[src/design/pft_pkg.sv]
// Package for the page frame tracker: sizes, flag masks, controller states
// and the command/status structs between controller and datapath.
// No dependencies.
`default_nettype none

package pft_pkg;

    localparam int DIR_ENTRIES = 64;
    localparam int DIR_W       = (DIR_ENTRIES > 1) ? $clog2(DIR_ENTRIES) : 1;
    localparam int TBL_ENTRIES = 1024;
    localparam int ENT_W       = 10;
    localparam int TBL_SHIFT   = 22;
    localparam int PAGE_SHIFT  = 12;
    localparam int CNT_W       = 11;

    localparam logic [9:0]       IDX_MASK    = 10'h3FF;
    localparam logic [7:0]       KEEP_MASK   = 8'h03;
    localparam logic [7:0]       TAKE_MASK   = 8'hFC;
    localparam logic [CNT_W-1:0] COUNT_MAX   = 11'd2047;
    localparam logic [32:0]      PAGE_BYTES  = 33'd4096;

    localparam int FL_PRESENT  = 0;
    localparam int FL_RESERVED = 1;
    localparam int FL_MAPPED   = 2;

    typedef enum logic [3:0] {
        ST_IDLE,
        ST_PAGE,
        ST_CLEAR,
        ST_PUPD,
        ST_TRD,
        ST_TEVAL,
        ST_ERD,
        ST_ECHK,
        ST_DONE
    } pft_state_t;

    typedef struct packed {
        logic load;
        logic page_adv;
        logic set_beyond;
        logic clr_step;
        logic tbl_create;
        logic page_upd;
        logic t_adv;
        logic e_adv;
        logic set_found;
        logic finish;
    } pft_cmd_t;

    typedef struct packed {
        logic op;
        logic in_range;
        logic beyond;
        logic tbl_valid;
        logic owner_zero;
        logic clr_last;
        logic srch_eligible;
        logic t_last;
        logic entry_free;
        logic e_last;
    } pft_sts_t;

endpackage

`default_nettype wire

[src/design/pft_ctrl.sv]
// Controller state machine for the page frame tracker.
// Depends on pft_pkg for states and the command/status structs.
`default_nettype none

module pft_ctrl (
    input  wire logic              clk,
    input  wire logic              rst_n,
    input  wire logic              start,
    input  wire pft_pkg::pft_sts_t sts,
    output pft_pkg::pft_cmd_t      cmd,
    output logic                   busy
);

    pft_pkg::pft_state_t state_reg, state_next;

    always_ff @(posedge clk or negedge rst_n)
    begin
        if (!rst_n)
        begin
            state_reg <= pft_pkg::ST_IDLE;
        end
        else
        begin
            state_reg <= state_next;
        end
    end

    always_comb
    begin
        state_next = state_reg;
        cmd        = '0;
        unique case (state_reg)
            pft_pkg::ST_IDLE:
            begin
                if (start)
                begin
                    cmd.load   = 1'b1;
                    state_next = pft_pkg::ST_PAGE;
                end
            end
            pft_pkg::ST_PAGE:
            begin
                // search ops pass through here once and go to the table walk
                if (sts.op)
                begin
                    state_next = pft_pkg::ST_TRD;
                end
                else if (!sts.in_range)
                begin
                    state_next = pft_pkg::ST_DONE;
                end
                else if (sts.beyond)
                begin
                    cmd.set_beyond = 1'b1;
                    cmd.page_adv   = 1'b1;
                end
                else if (!sts.tbl_valid)
                begin
                    if (sts.owner_zero)
                    begin
                        state_next = pft_pkg::ST_CLEAR;
                    end
                    else
                    begin
                        cmd.page_adv = 1'b1;
                    end
                end
                else
                begin
                    state_next = pft_pkg::ST_PUPD;
                end
            end
            pft_pkg::ST_CLEAR:
            begin
                cmd.clr_step = 1'b1;
                if (sts.clr_last)
                begin
                    cmd.tbl_create = 1'b1;
                    state_next     = pft_pkg::ST_PAGE;
                end
            end
            pft_pkg::ST_PUPD:
            begin
                cmd.page_upd = 1'b1;
                cmd.page_adv = 1'b1;
                state_next   = pft_pkg::ST_PAGE;
            end
            pft_pkg::ST_TRD:
            begin
                state_next = pft_pkg::ST_TEVAL;
            end
            pft_pkg::ST_TEVAL:
            begin
                if (sts.srch_eligible)
                begin
                    state_next = pft_pkg::ST_ERD;
                end
                else if (sts.t_last)
                begin
                    state_next = pft_pkg::ST_DONE;
                end
                else
                begin
                    cmd.t_adv  = 1'b1;
                    state_next = pft_pkg::ST_TRD;
                end
            end
            pft_pkg::ST_ERD:
            begin
                state_next = pft_pkg::ST_ECHK;
            end
            pft_pkg::ST_ECHK:
            begin
                if (sts.entry_free)
                begin
                    cmd.set_found = 1'b1;
                    state_next    = pft_pkg::ST_DONE;
                end
                else if (!sts.e_last)
                begin
                    cmd.e_adv  = 1'b1;
                    state_next = pft_pkg::ST_ERD;
                end
                else if (sts.t_last)
                begin
                    state_next = pft_pkg::ST_DONE;
                end
                else
                begin
                    cmd.e_adv  = 1'b1;
                    cmd.t_adv  = 1'b1;
                    state_next = pft_pkg::ST_TRD;
                end
            end
            pft_pkg::ST_DONE:
            begin
                cmd.finish = 1'b1;
                state_next = pft_pkg::ST_IDLE;
            end
            default:
            begin
                state_next = pft_pkg::ST_IDLE;
            end
        endcase
    end

    assign busy = (state_reg != pft_pkg::ST_IDLE);

`ifndef SYNTHESIS
    a_clear_exit: assert property (@(posedge clk) disable iff (!rst_n)
        state_reg == pft_pkg::ST_CLEAR |=>
            state_reg == pft_pkg::ST_CLEAR || state_reg == pft_pkg::ST_PAGE)
        else $error("clear sweep left to an unexpected state");
    a_done_idle: assert property (@(posedge clk) disable iff (!rst_n)
        state_reg == pft_pkg::ST_DONE |=> state_reg == pft_pkg::ST_IDLE)
        else $error("result cycle not followed by idle");
    a_load_idle: assert property (@(posedge clk) disable iff (!rst_n)
        cmd.load |-> !busy)
        else $error("load issued while busy");
`endif

endmodule

`default_nettype wire

[config.mk]
export PLATFORM = sky130hd
export DESIGN_NAME = pft_ctrl
export DESIGN_NICKNAME = d
export VERILOG_FILES = /design/src/design/pft_pkg.sv /design/src/design/pft_ctrl.sv
export SDC_FILE = /design/constraint.sdc
export NUM_CORES = 1
export LEC_CHECK = 0
export BUFFER_PORTS_ARGS = -buffer_cell sky130_fd_sc_hd__buf_2
export CORE_AREA = 2 2 39 41
export CTS_BUF_LIST = sky130_fd_sc_hd__clkbuf_2 sky130_fd_sc_hd__clkbuf_4 sky130_fd_sc_hd__clkbuf_8
export CTS_CLUSTER_SIZE = 12
export DETAILED_ROUTE_END_ITERATION = 12
export DIE_AREA = 0 0 41 43
export PLACE_DENSITY = 0.73
export SYNTH_ARGS = -nofsm -noshare
export SYNTH_HDL_FRONTEND = slang
export SYNTH_SLANG_ARGS = --single-unit
[constraint.sdc]
create_clock -name clk -period 1.3 [get_ports clk]
set_input_delay 0.13 -clock clk [delete_from_list [all_inputs] [get_ports clk]]
set_output_delay 0.13 -clock clk [all_outputs]
set_load 0.03 [all_outputs]
* Word-level counts from Yosys, hierarchy flattened
Cells that the tools add are included.
** Word-level totals
- Register bits :: 4
- Bits in latches :: 0
- Memory bits (writable) :: 0
- ROM bits :: 0
- Input port bits :: 13
- Output and inout bits :: 11
- Word-level logic and storage cells :: 51
- Memories :: 0
** Cells by class
- Add/sub/neg operators :: 0
- Multiply operators :: 0
- Div/mod/pow operators :: 0
- Magnitude comparators :: 0
- Equal/unequal tests :: 12
- Shift operators :: 0
- Muxes and demuxes :: 35
- Bitwise logic cells :: 0
- Reductions and logical operators :: 3
** Operators by type and width (number)
- 4-bit 2-to-1 mux :: 11
- 4-bit case mux with 8 select lines :: 1
- 4-bit by 3-bit == test with 1-bit output, second input constant :: 4
- 1-bit 2-to-1 mux :: 15
- 2-bit 2-to-1 mux :: 6
- 4-bit by 2-bit == test with 1-bit output, second input constant :: 2
- 5-bit != test, second input constant :: 1
- 4-bit by 1-bit == test with 1-bit output, second input constant :: 1
- 4-bit == test, second input constant :: 1
- 4-bit zero test :: 1
- 2-bit != test, second input constant :: 2
- 4-bit != test, second input constant :: 1
- 1-bit case mux with 2 select lines :: 2
- 4-bit AND reduction :: 1
- 4-bit nonzero test :: 1

* Logic depth before layout (Yosys ltp)
- Word-level depth :: 6
- Mapped depth :: 5
- Depth with buffers taken out :: 4

* Worst setup path after synthesis
No wires, ideal clock.
- Path type :: reg-to-output
- Start :: reg state_reg[2]
- End :: out cmd[8] (netlist name)
- Data arrival time :: 1616 ps
- Required time :: 1170 ps
- Path slack :: -446 ps
- Stages on the path, launching flop included :: 4
- Path buffers :: 1
- Cells stage by stage :: dfrtp_1 buf_2 nor3_1 nand2b_1
** RTL lines
- from (decl) :: line pft_ctrl.sv:14 : pft_pkg::pft_state_t state_reg, state_next;
- from (signal assigned) :: line pft_ctrl.sv:20 : state_reg <= pft_pkg::ST_IDLE;
- from (signal assigned) :: line pft_ctrl.sv:24 : state_reg <= state_next;
- to (decl) :: line pft_ctrl.sv:10 : output pft_pkg::pft_cmd_t cmd,

==> impl_metrics.toml <==
[synthesis]
synth_area_leaders = "dfrtp_1 (23%), nor2b_1 (7.1%), nor2_1 (6.8%), buf_6 (5.1%), and2_1 (4.3%)"
synth_area_um2 = 440
syn-num-nets = 69
yosysUniqueCellTypes = 29
synth_top_cell_area_share_pct = 22.7
yosys_warnings = 0
yosysSeqAreaShare_pct = 22.7
synthCells = 56
avgSynthCellArea_um2 = 7.86
yosys.area.top_type = "dfrtp_1"
synth_seq_cells = 4

[global_route]
grt_overflow_total = 0
track_usage_pct = 16.6
grt_antenna_before_repair = 0
grt_max_degree = 9
grt_pass1_wl_um = 2000
grt_pass1_vias = 491

[hold_path]
hold_start = "sts[4]"
hold_class = "input port to flop"
holdPathStages = 3

[critical_path]
crit_fanout = 4
required_ns = 1.17
reg2reg_depth = 5
cp_top_family = "simple AND/OR/NAND/NOR gates"
critPathLaunch = "state_reg[3]"
rr_startpoint = "state_reg[3]"
max_stage_delay_ns = 0.41
crit_chain = "buf_4 > nor2_4 > and3_4 > and2_4 > buf_6"
cp_num_cells = 5
worstPathArrival_ns = 1.45
critical_path_buf_inv_count = 2
startpoint_type = "flop"
slowest_stage = "dfrtp_2"
cp-end-kind = "primary output"
path_class = "flop to primary output"

[cells_and_area]
areaGrowthSynthToFinish_pct = 101
drive_above_1_share_pct = 66.7
final_cell_mix = "buf_6 (14), buf_2 (12), buf_4 (12)"
fin_util_pct = 64.0
largest_reg_flops = 4
n_antenna_cell = 0
stdcell_area_um2 = 886
final_common_cell = "buf_6"
nets = 110

[power_and_ir_drop]
power.internal_uw = 957
power_density_mw_per_mm2 = 1950
pwr-share-clk_pct = 11.3
swShare_pct = 44.5
peakVddDrop_mv = 1.64
seq_power_share_pct = 15.7
p_leak_uw = 0.000417
p_comb_share_pct = 73.0
p_switching_uw = 768
finalPower_uw = 1730

[drt]
drc_errors = 0
num_vias = 603
totalWireLength_um = 1650
via_per_inst = 5.38
wl_per_cell_um = 14.8
drt.antenna.violating_nets = 0
drtIter0Drc = 35
first_pass_iters = 6

[sta]
rsz0062_at_grt = "yes"
period_minus_slack_ns = 1.58
slew_violations = 0
tightest_slew_ns = 0.303
finalCritPeriodShare_pct = 121
finalWorstSetupSlack_ns = -0.279
relSlewSlack_pct = 79.8
skew_ns = 0.00855
fmax_mhz = 633
finalHoldViolCount = 0
setup_viol = 13

[clock_tree]
clk_pin_slew_ns = 0.04
ctsLongestPathBuffers = 2
clk_root_buffer_cell = "clkbuf_4"
cts-htree-levels = 1
cts_tree = "built"
cts.sinks = 4
clkLatencyLatePin_ns = 0.24
numCtsBuffers = 3

[die]
core_mm2 = 0.00138
dieArea_mm2 = 0.00176
fp.dieW_um = 41
start_util_pct = 31.8
fp.dieH_um = 43
fp-row-count = 14
ios = 24

[flow_run]
drv_cap = 0

[place]
dp_hpwl_um = 1030
portBuffers = 23
placed_cell_area_um2 = 652
gp_congestion = 0.840

[run_status]
status = "complete, but fails checks"
violations = "negative setup slack"
[timing repair]
action / CTS / global route
endpoints found under the setup margin: 11 / 11
gates cloned: 0 / 0
setup buffers: 1 / 4
pin swaps: 0 / 6
hold endpoints to repair: 4 / 0
gates resized for setup: 13 / 33
hold buffers: 1 / 0
[through the flow]
step | hold WS, ns | setup WS [ns] | cells | setup TNS (ns)
final | 0.181 | -0.279 | 112 | -2.46
after CTS | 0.169 | -0.247 | 108 | -1.78
after global routing | 0.195 | -0.337 | 112 | -3.09
after detailed placement | -0.0635 | -0.0528 | 102 | -0.0972
after floorplan | -0.166 | -0.0374 | 56 | -0.0606
after global placement | -0.0629 | 0.0114 | 102 | 0
[power groups by stage]
stage / sequential, µW / clock [µW] / combinational (µW)
after global routing: 277 / 215 / 1320
after global placement: 245 / 0 / 874
after CTS: 247 / 202 / 950
final: 271 / 195 / 1260
after floorplan: 210 / 0 / 615
after detailed placement: 245 / 0 / 887
[path summary, 6_finish.rpt]
check | end | slack [ns]
max | cmd[7] | -0.28
min | state_reg[1] | 0.18
max reg2reg | state_reg[0] | -0.08
min reg2reg | state_reg[3] | 0.70
max in group asynchronous | state_reg[1] | 0.94
min in group asynchronous | state_reg[2] | 0.22
[worst min-delay path: stages]
cell      delay, ns
buf_2          0.09
nand2b_1       0.10
o21ai_1        0.06
[synth_stat cells (all sizes together)]
| master | count |
|---|---|
| nor2 | 9 |
| and3 | 3 |
| a21oi | 2 |
| o21bai | 1 |
| dfrtp | 4 |
| a21bo | 1 |
| a21o | 1 |
| nor2b | 6 |
| nand2b | 3 |
| nand4 | 1 |
| o21ai | 4 |
| nand2 | 4 |
| o2111ai | 1 |
| a221oi | 1 |
| buf | 3 |
| nor3 | 2 |
| a22oi | 2 |
| nor4b | 1 |
| nand3 | 1 |
| a21boi | 1 |
| and2 | 3 |
| nand3b | 1 |
| mux2i | 1 |
[cell type report]
| class | count | area (µm²) |
|---|---|---|
| fillers | 116 | 498 |
| multi-input cells | 49 | 414 |
| repair buffers | 39 | 318 |
| flip-flops and latches | 4 | 104 |
| clock buffers | 4 | 30.0 |
| well taps | 16 | 20.0 |
[cells by family after synthesis]
logic type,synth area share [%]
muxes,2.27
DFF,22.7
and+or+nand+nor,44.9
buffers and inverters,6.25
AOI/OAI and AO/OA,23.9
[routing by layer]
layer / part of all wire, % / GRT usage (%) / vias up
met1: 39 / 22.0 / 294
li1: - / - / 281
met4: 0 / 6.00 / 0
met3: 6.4 / 4.71 / 0
met5: 0 / 0 / -
met2: 55 / 24.7 / 28
Power figures use the tool's default switching activity.
